===== config.mk =====
export PLATFORM = sky130hd
export DESIGN_NAME = date_validate_and_add_days
export DESIGN_NICKNAME = d
export VERILOG_FILES = /design/src/sv/dvad_pkg.sv /design/src/sv/date_validate_and_add_days.sv /design/src/sv/dvad_seq.sv
export VERILOG_INCLUDE_DIRS = /design/src /design/src/sv
export SDC_FILE = /design/constraint.sdc
export NUM_CORES = 1
export LEC_CHECK = 0
export ABC_AREA = 0
export BUFFER_PORTS_ARGS = -buffer_cell sky130_fd_sc_hd__buf_2
export CORE_MARGIN = 5
export CORE_UTILIZATION = 44
export CTS_CLUSTER_DIAMETER = 40
export DETAILED_ROUTE_END_ITERATION = 7
export PLACE_DENSITY = 0.72
export SKIP_CTS_REPAIR_TIMING = 1
export SYNTH_ARGS = -nofsm -noshare
export SYNTH_HDL_FRONTEND = slang
export SYNTH_SLANG_ARGS = --single-unit

===== constraint.sdc =====
create_clock -name clk -period 16.8 [get_ports clk]
set_clock_uncertainty 0.15 [all_clocks]
set_input_delay 3.36 -clock clk [delete_from_list [all_inputs] [get_ports clk]]
set_output_delay 3.36 -clock clk [all_outputs]
set_load 0.03 [all_outputs]

===== src/sv/assert_macros.svh =====
// assertion macros shared by the date adder rtl
// no dependencies
`ifndef ASSERT_MACROS_SVH
`define ASSERT_MACROS_SVH

// same-cycle implication, disabled while in reset
`define DVAD_ASSERT_IMP(label, clk, rst_n, ante, cons) \
    label: assert property (@(posedge clk) disable iff (!rst_n) (ante) |-> (cons)) \
        else $error("assertion failed");

// next-cycle implication, disabled while in reset
`define DVAD_ASSERT_NXT(label, clk, rst_n, ante, cons) \
    label: assert property (@(posedge clk) disable iff (!rst_n) (ante) |=> (cons)) \
        else $error("assertion failed");

`endif


===== src/sv/dvad_pkg.sv =====
// types, constants and microcode table for the date check and day adder
// no dependencies
package dvad_pkg;

    typedef enum logic [2:0] {
        ST_OK        = 3'd0,
        ST_YEAR_ZERO = 3'd1,
        ST_BAD_MONTH = 3'd2,
        ST_BAD_DAY   = 3'd3,
        ST_PAST_END  = 3'd4,
        ST_NOT_LEAP  = 3'd5,
        ST_OVERFLOW  = 3'd6
    } status_t;

    typedef enum logic [2:0] {
        OP_IDLE,
        OP_CHECK,
        OP_CHECK_LEAP,
        OP_ADVANCE,
        OP_EMIT
    } op_t;

    typedef enum logic [2:0] {
        COND_START,
        COND_BAD,
        COND_NOT_LEAP,
        COND_EXIT,
        COND_ALWAYS
    } cond_t;

    localparam int STEP_W = 3;
    typedef logic [STEP_W-1:0] step_t;

    localparam step_t STEP_IDLE       = 3'd0;
    localparam step_t STEP_CHECK      = 3'd1;
    localparam step_t STEP_CHECK_LEAP = 3'd2;
    localparam step_t STEP_ADVANCE    = 3'd3;
    localparam step_t STEP_EMIT       = 3'd4;

    // one control word per step
    typedef struct packed {
        op_t   op;
        cond_t cond;
        logic  hold;
        step_t target;
    } ctrl_t;

    // condition flags from the datapath to the sequencer
    typedef struct packed {
        logic start;
        logic bad;
        logic not_leap;
        logic adv_exit;
    } flags_t;

    localparam logic signed [15:0] YEAR_MAX = 16'sd32767;
    localparam logic [3:0]  DEC          = 4'd12;
    localparam logic [3:0]  FEB          = 4'd2;
    localparam logic [4:0]  FEB_LEAP_LEN = 5'd29;
    localparam logic [4:0]  DAY_MAX      = 5'd31;
    // multiplicative inverse of 25 modulo 2**16 and the divisibility bound
    localparam logic [15:0] INV25        = 16'h5C29;
    localparam logic [15:0] DIV25_LIMIT  = 16'd2621;

    function automatic ctrl_t ucode(input step_t step);
        ctrl_t w;
        unique case (step)
            STEP_IDLE:       w = '{OP_IDLE,       COND_START,    1'b1, STEP_CHECK};
            STEP_CHECK:      w = '{OP_CHECK,      COND_BAD,      1'b0, STEP_EMIT};
            STEP_CHECK_LEAP: w = '{OP_CHECK_LEAP, COND_NOT_LEAP, 1'b0, STEP_EMIT};
            STEP_ADVANCE:    w = '{OP_ADVANCE,    COND_EXIT,     1'b1, STEP_EMIT};
            STEP_EMIT:       w = '{OP_EMIT,       COND_ALWAYS,   1'b0, STEP_IDLE};
            default:         w = '{OP_EMIT,       COND_ALWAYS,   1'b0, STEP_IDLE};
        endcase
        return w;
    endfunction

    // common-year month lengths, zero outside 1..12
    function automatic logic [4:0] month_len(input logic [3:0] m);
        logic [4:0] n;
        unique case (m)
            4'd1, 4'd3, 4'd5, 4'd7, 4'd8, 4'd10, 4'd12: n = 5'd31;
            4'd4, 4'd6, 4'd9, 4'd11:                     n = 5'd30;
            4'd2:                                        n = 5'd28;
            default:                                     n = 5'd0;
        endcase
        return n;
    endfunction

endpackage


===== src/sv/date_validate_and_add_days.sv =====
// Checks a date (day, month, signed year) and advances it by days_to_add.
// An item is taken when start is high and busy is low; the single result
// appears on status, day_out, month_out and year_out for exactly one cycle
// with done high, and the receiver cannot stall it. After the item is taken,
// the sequencer runs the check step, the leap check step, the advance step,
// which repeats once per month crossed by the advance, and the emit step,
// after which busy drops. A failed range check jumps from the check step
// straight to emit, and 29 February of a common year from the leap check
// step, with a nonzero status and zero date fields.
// depends on dvad_pkg, dvad_seq and assert_macros.svh
`include "assert_macros.svh"

module date_validate_and_add_days (
    input  logic               clk,
    input  logic               rst_n,
    input  logic               start,
    output logic               busy,
    input  logic [5:0]         day_in,
    input  logic [3:0]         month_in,
    input  logic signed [15:0] year_in,
    input  logic [15:0]        days_to_add,
    output logic               done,
    output logic [2:0]         status,
    output logic [4:0]         day_out,
    output logic [3:0]         month_out,
    output logic signed [15:0] year_out
);
    import dvad_pkg::*;

    ctrl_t  ctrl;
    flags_t flags;

    logic [16:0]        day_reg,    day_next;
    logic [3:0]         month_reg,  month_next;
    logic signed [15:0] year_reg,   year_next;
    logic [15:0]        add_reg,    add_next;
    status_t            status_reg, status_next;
    logic               leap_reg;

    logic [15:0] year_abs;
    logic [15:0] prod;
    logic        div25;
    logic        leap_now;
    status_t     chk_code;
    logic [4:0]  feb_max;
    logic [4:0]  cur_len;
    logic        past_len;
    logic        year_end;
    logic        nleap_bad;

    dvad_seq u_seq (
        .clk   (clk),
        .rst_n (rst_n),
        .flags (flags),
        .ctrl  (ctrl)
    );

    // leap test on |year|: divisible by 25 via the inverse multiply
    assign year_abs = year_reg[15] ? 16'(-year_reg) : 16'(year_reg);
    assign prod     = year_abs * INV25;
    assign div25    = (prod <= DIV25_LIMIT);
    assign leap_now = ((year_abs[1:0] == 2'd0) && !div25) ||
                      ((year_abs[3:0] == 4'd0) && div25);

    assign feb_max = (month_reg == FEB) ? FEB_LEAP_LEN : month_len(month_reg);
    assign cur_len = (month_reg == FEB && leap_reg) ? FEB_LEAP_LEN : month_len(month_reg);
    assign past_len = (day_reg > {12'd0, cur_len});
    assign year_end = (month_reg == DEC);

    always_comb
    begin
        priority if (year_reg == 16'sd0)
            chk_code = ST_YEAR_ZERO;
        else if (month_reg == 4'd0 || month_reg > DEC)
            chk_code = ST_BAD_MONTH;
        else if (day_reg == 17'd0 || day_reg > {12'd0, DAY_MAX})
            chk_code = ST_BAD_DAY;
        else if (day_reg > {12'd0, feb_max})
            chk_code = ST_PAST_END;
        else
            chk_code = ST_OK;
    end

    assign nleap_bad = (month_reg == FEB) && (day_reg == {12'd0, FEB_LEAP_LEN}) && !leap_reg;

    assign flags.start    = start;
    assign flags.bad      = (chk_code != ST_OK);
    assign flags.not_leap = nleap_bad;
    assign flags.adv_exit = !past_len || (year_end && year_reg == YEAR_MAX);

    always_comb
    begin
        day_next    = day_reg;
        month_next  = month_reg;
        year_next   = year_reg;
        add_next    = add_reg;
        status_next = status_reg;
        unique case (ctrl.op)
            OP_IDLE:
            begin
                if (start)
                begin
                    day_next   = {11'd0, day_in};
                    month_next = month_in;
                    year_next  = year_in;
                    add_next   = days_to_add;
                end
            end
            OP_CHECK:
            begin
                status_next = chk_code;
            end
            OP_CHECK_LEAP:
            begin
                if (nleap_bad)
                    status_next = ST_NOT_LEAP;
                else
                    day_next = day_reg + {1'b0, add_reg};
            end
            OP_ADVANCE:
            begin
                if (past_len)
                begin
                    if (year_end && year_reg == YEAR_MAX)
                    begin
                        status_next = ST_OVERFLOW;
                    end
                    else
                    begin
                        day_next = day_reg - {12'd0, cur_len};
                        if (year_end)
                        begin
                            month_next = 4'd1;
                            // there is no year zero
                            year_next  = (year_reg == -16'sd1) ? 16'sd1 : year_reg + 16'sd1;
                        end
                        else
                        begin
                            month_next = month_reg + 4'd1;
                        end
                    end
                end
            end
            OP_EMIT:
            begin
            end
            default:
            begin
            end
        endcase
    end

    always_ff @(posedge clk or negedge rst_n)
    begin
        if (!rst_n)
            status_reg <= ST_OK;
        else
            status_reg <= status_next;
    end

    // payload registers, no reset needed
    always_ff @(posedge clk)
    begin
        day_reg   <= day_next;
        month_reg <= month_next;
        year_reg  <= year_next;
        add_reg   <= add_next;
        leap_reg  <= leap_now;
    end

    assign busy      = (ctrl.op != OP_IDLE);
    assign done      = (ctrl.op == OP_EMIT);
    assign status    = status_reg;
    assign day_out   = (status_reg == ST_OK) ? day_reg[4:0] : 5'd0;
    assign month_out = (status_reg == ST_OK) ? month_reg : 4'd0;
    assign year_out  = (status_reg == ST_OK) ? year_reg : 16'sd0;

    `DVAD_ASSERT_NXT(a_accept_busy, clk, rst_n, start && !busy, busy)
    `DVAD_ASSERT_NXT(a_done_frees, clk, rst_n, done, !busy && !done)
    `DVAD_ASSERT_IMP(a_fail_zero, clk, rst_n, done && status != ST_OK, day_out == 5'd0 && month_out == 4'd0 && year_out == 16'sd0)
    `DVAD_ASSERT_IMP(a_ok_date, clk, rst_n, done && status == ST_OK, month_out >= 4'd1 && month_out <= DEC && day_out >= 5'd1 && year_out != 16'sd0)

endmodule


===== src/sv/dvad_seq.sv =====
// microcode sequencer: step counter, control rom and conditional jumps
// depends on dvad_pkg
module dvad_seq (
    input  logic            clk,
    input  logic            rst_n,
    input  dvad_pkg::flags_t flags,
    output dvad_pkg::ctrl_t  ctrl
);
    import dvad_pkg::*;

    step_t step_reg;
    step_t step_next;
    logic  take;

    assign ctrl = ucode(step_reg);

    always_comb
    begin
        unique case (ctrl.cond)
            COND_START:    take = flags.start;
            COND_BAD:      take = flags.bad;
            COND_NOT_LEAP: take = flags.not_leap;
            COND_EXIT:     take = flags.adv_exit;
            COND_ALWAYS:   take = 1'b1;
            default:       take = 1'b1;
        endcase
        priority if (take)
            step_next = ctrl.target;
        else if (ctrl.hold)
            step_next = step_reg;
        else
            step_next = step_reg + 1'b1;
    end

    always_ff @(posedge clk or negedge rst_n)
    begin
        if (!rst_n)
            step_reg <= STEP_IDLE;
        else
            step_reg <= step_next;
    end

endmodule

; ---- After elaboration in Yosys (flattened, before gate mapping)
; Memories as Yosys holds them, arrays and structs flattened. A register that Yosys moved wholly into a read port is not among the register bits.
; Cells that the tools add are included.
[word_totals]
out_inout_bits = 30
ram_bits = 0
n_memories = 2
latchBits = 0
wordCells = 112
romBits = 160
ff_bits = 60
inputBits = 45
[mem_list]
columns = name, words, word_bits, read_ports, rd_clocked_by_memory_dff, wr, line
row1 = (no name shown), 16, 5, 1, 1, 0, dvad_pkg.sv:81  ; unique case (m)
row2 = (no name shown), 16, 5, 1, 1, 0, dvad_pkg.sv:81
[classes]
shifts = 0
n_reduce_logical = 32
mux = 36
n_bitwise = 0
n_div = 0
addsub = 6
eq_ne = 23
magnitude_cmp = 5
mul = 1
[op_table]
columns = operator, count
row1 = 2-to-1 mux 16 bit, 7
row2 = 2-to-1 mux 17 bit, 4
row3 = one-hot mux 17 bit (3 select lines), 1
row4 = one-hot mux 10 bit (4 select lines), 1
row5 = > comparator 17 x 5 -> 1 bit, 2
row6 = one-hot mux 16 bit (2 select lines), 1
row7 = 2-to-1 mux 4 bit, 7
row8 = 2-to-1 mux 3 bit, 9
row9 = "equality test 3 x 2 -> 1 bit, second input constant", 6
row10 = adder 17 x 16 -> 17 bit, 1
row11 = "equality test 17 x 5 -> 1 bit, second input constant", 1
row12 = "> comparator 17 x 5 -> 1 bit, second input constant", 1
row13 = logical NOT 17 bit, 1
row14 = subtractor 17 x 5 -> 17 bit, 1
row15 = "adder 16 x 2 -> 16 bit, second input constant", 1
row16 = "equality test 16 x 1 -> 1 bit, second input constant", 1
row17 = "equality test 16 bit, second input constant", 1
row18 = "less-or-equal comparator 16 x 12 -> 1 bit, second input constant", 1
row19 = logical NOT 16 bit, 1
row20 = "multiplier 16 x 15 -> 16 bit, second input constant", 1
row21 = negation 16 bit, 1
row22 = 2-to-1 mux 5 bit, 3
row23 = "!= test 2 bit, second input constant", 7
row24 = logical NOT 3 bit, 4
row25 = other kinds (21), 39

; ---- Depth between registers and ports, before layout
[logic_depth]
ltp_word = 10
depth_mapped = 23
mapped_depth_nobuf = 23

; ---- Cells and area by module
; From an unflattened synthesis, not the netlist that was laid out.
[unflattened]
cells_unflattened = 749
hier_area_um2 = 6799.0
[modules_own_cells]
columns = mod, seq_area_each_um2, area_each_um2, cells_per_inst, instances
row1 = date_validate_and_add_days, 1746.7, 6449.9, 708, 1
row2 = dvad_seq, 75.1, 349.1, 41, 1

; ---- Worst setup path after synthesis
; OpenSTA, ideal clock, no wires.
[synth_path]
kind = input-to-reg
startpoint = in start
endpoint = reg year_reg[0] (enable)
setup_time_ns = 0.414
cell_stages = 5
arrival_ns = 5.464
slack_ns = 10.772
cell_sequence = nand3_1 > a21oi_1 > o21ai_0 > a21oi_1 > a21boi_0
[synth_between]
elab_chain_len = 2
[synth_rtl]
columns = element, line
row1 = start: declaration, date_validate_and_add_days.sv:16  ; input logic start,
row2 = != test 2 bit (no source line), --
row3 = AND reduction 5 bit (no source line), --
row4 = end signal: assignment, date_validate_and_add_days.sv:166  ; year_reg <= year_next;
row5 = end: declaration, date_validate_and_add_days.sv:35  ; logic signed [15:0] year_reg, year_next;
; Every way passes these cells.
; A chain may end at the register's enable or synchronous reset.

; ---- Final worst setup path
[layout_path]
startpoint = reg year_reg[2]
endpoint = reg leap_reg
[layout_between]
elab_chain_len = 7
word_cells_on_any_way = 9
cone_classes = add/sub (1) / mul (1) / order compare (1) / mux (1) / reduce/logical (5)
[layout_rtl]
columns = element, line
row1 = negation 16 bit, date_validate_and_add_days.sv:59  ; assign year_abs = year_reg[15] ? 16'(-year_reg) : 16'(year_reg);
row2 = 2-to-1 mux 16 bit *, date_validate_and_add_days.sv:59
row3 = multiplier 16 x 15 -> 16 bit, date_validate_and_add_days.sv:60  ; assign prod = year_abs * INV25;
row4 = less-or-equal comparator 16 x 12 -> 1 bit, date_validate_and_add_days.sv:61  ; assign div25 = (prod <= DIV25_LIMIT);
row5 = logical NOT 1 bit, date_validate_and_add_days.sv:62  ; assign leap_now = ((year_abs[1:0] == 2'd0) && !div25) ||
row6 = logical AND 1 bit, date_validate_and_add_days.sv:62
row7 = logical OR 1 bit *, date_validate_and_add_days.sv:62
row8 = net leap_now, date_validate_and_add_days.sv:43  ; logic leap_now;
row9 = end signal: assignment, date_validate_and_add_days.sv:168  ; leap_reg <= leap_now;
row10 = end: declaration, date_validate_and_add_days.sv:38  ; logic leap_reg;
; Mark *: on every way through the listed nets, which the timed path passes. The rest lies on a longest branch.

==> impl_metrics.json <==
{
  "outcome": "finished clean",
  "seq_area_sq_um": 1822,
  "clk_pin_slew_worst_paths_ps": 50,
  "viasPerCell": 5.395,
  "cts_tree": "built",
  "nets": 936,
  "diodes": 0,
  "ios": 75,
  "die_w_um": 131.6,
  "ys_warn_count": 0,
  "start_kind": "flip-flop",
  "grt_remaining_overflow": 0,
  "crit_arrival_ps": 6000,
  "num_vias": 5195,
  "critPathSlowestCell": "fa_1",
  "first_pass_iters": 5,
  "wl_mm": 14.89,
  "syn_to_final_growth_pct": 13.39,
  "fill_cells": 1371,
  "fin_crit_sh": 0.3545,
  "yosys_most_used_dff": "edfxtp_1",
  "cts.htree.levels": 3,
  "antenna_found_initial": 0,
  "cts-root-buf": "clkbuf_16",
  "endpoint_kind": "flip-flop",
  "netlist_area_sq_um": 6505,
  "avgSynthCellArea_sq_um": 9.227,
  "grt_pass1_vias": 5077,
  "wire_per_inst_um": 15.46,
  "fin_ws_ps": 10840,
  "cp_max_fo": 9,
  "core-area_sq_um": 14530,
  "die_area_sq_um": 17320,
  "ys_seq_area_frac": 0.2801,
  "largest_register_ff_count": 17,
  "critPathRequiredTime_ps": 16850,
  "worst_skew_pair.late_latency_ps": 330,
  "numPortBuffers": 74,
  "worst-setup-path-type": "reg2reg",
  "multi_input_area_sq_um": 4337,
  "cts_inserted_buffers": 9,
  "gp_congestion": 0.8688,
  "synth_cells": 705,
  "rows": 44,
  "finalCriticalPeriod_ps": 5956,
  "dp_hpwl_mm": 11.91,
  "path_buf_inv": 3,
  "crit_path_cell_trace": "or3_1 -> or4_1 -> o41ai_1 -> xor2_1 -> inv_1 -> ha_1 -> inv_1 -> fa_1 -> inv_1 -> ha_1 -> fa_1 -> fa_1 -> xnor2_1 -> xnor2_1 -> xnor2_1 -> xnor2_1 -> xnor3_1 -> xnor2_1 -> xnor2_1 -> a31oi_1",
  "hold_viol_final": 0,
  "final_common_cell": "ha_1",
  "setup_tns_ps": 0,
  "finalSetupViolCount": 0,
  "synthDistinctLibCells": 65,
  "report.final.slew_viol_count": 0,
  "route.detailed.drc": 0,
  "cap_viol_max_count": 0,
  "cp_top_family": "adder cells",
  "place_worst_setup_slack_ps": 10880,
  "async_flop_share": 0.09524,
  "grt_pass1_wl_mm": 24.86,
  "drtIter0Drc": 256,
  "rsz0062_at_grt": "no",
  "antenna_left": 0,
  "grt_use_total": 0.1719,
  "post-route-util": 0.5075,
  "synth_seq_cells": 63,
  "worst_slew_pin_slew_ps": 927.0,
  "holdCritPathClass": "reg2reg",
  "synth-edff-count": 53,
  "drive_gt1_frac": 0.1361,
  "clock_path_buffers": 2,
  "slew_headroom": 0.3820,
  "final_cell_mix": "ha_1 (97), buf_2 (74), inv_1 (72), nand2_1 (58), edfxtp_1 (53)",
  "cts.sinks": 63,
  "cp_slowest_stage_delay_ps": 520,
  "grt_max_degree": 31,
  "die_h_um": 131.6,
  "fmax_mhz": 167.9,
  "syn_nets": 867,
  "initial_utilization": 0.4476,
  "crit_top_cell": "xnor2_1"
}
-- worst register-to-register path, delay by kind of cell, from the launching register on --
kind	cells	cell delay, ps
flops	1	510
simple gates	2	930
xor+xnor	8	1570
compound gates	2	470
buf+inv	3	190
fa+ha+maj	5	2010
-- synthesized netlist by cell type (7+ instances only) --
| master | number | area share |
|---|---|---|
| xor2_1 | 31 | 0.042 |
| nand3_1 | 17 | 0.013 |
| o21a_1 | 13 | 0.015 |
| and2_1 | 29 | 0.028 |
| o22ai_1 | 9 | 0.0087 |
| a21oi_1 | 33 | 0.025 |
| inv_1 | 72 | 0.042 |
| nand2_1 | 58 | 0.033 |
| or3_1 | 7 | 0.0067 |
| fa_1 | 20 | 0.062 |
| nor3_1 | 13 | 0.010 |
| xnor2_1 | 38 | 0.051 |
| ha_1 | 97 | 0.19 |
| o21ai_0 | 39 | 0.030 |
| edfxtp_1 | 53 | 0.24 |
| clkbuf_1 | 19 | 0.011 |
| nor2_1 | 33 | 0.019 |
| nand2b_1 | 7 | 0.0067 |
-- routing by layer --
metal / vias up / track usage / part of all wire
li1: 2643 / - / -
met1: 2402 / 0.2368 / 0.47
met2: 136 / 0.2827 / 0.47
met3: 14 / 0.02905 / 0.051
met4: 0 / 0.04171 / 0.012
met5: - / 0 / 0
-- stage by stage --
stage	hold slack, ps	cell area, sq um	instances
after floorplan	417.0	6505	705
after global placement	429.5	7074	947
after detailed placement	435.3	7074	947
after CTS	452.4	7376	963
after global routing	474.2	7376	963
final	439.0	7376	963
-- path summary, 6_finish.rpt --
path	startpoint	to	slack, ps	depth (start not counted)
worst max-delay path	year_reg[2]	leap_reg	10840	20
worst min-delay path	status[2]	status[2]	440	2
worst max register to register	year_reg[2]	leap_reg	10840	20
worst min register to register	status[2]	status[2]	440	2
max in group asynchronous	rst_n	u_seq.step_reg[1]	13670	1
min in group asynchronous	rst_n	status[2]	2690	1
-- kinds of logic after synthesis --
| kind of cell | share of synthesized area |
|---|---|
| fa+ha+maj | 0.2481 |
| xor+xnor | 0.09636 |
| mux | 0.009425 |
| simple gates | 0.1660 |
| flops | 0.2801 |
| compound gates | 0.1443 |
| buf+inv | 0.05578 |
-- final cells by class --
| class | count | area share |
|---|---|---|
| inverter | 72 | 0.03664 |
| clock inverter | 3 | 0.005598 |
| timing repair buffer | 80 | 0.05632 |
| clock buffer | 13 | 0.03528 |
| sequential | 63 | 0.2470 |
| tap | 184 | 0.03121 |
| multi-input combinational | 548 | 0.5880 |
Power is left out: the tool's default activity adds up to more than one toggle a clock period on the data nets, which glitch-free logic cannot reach.
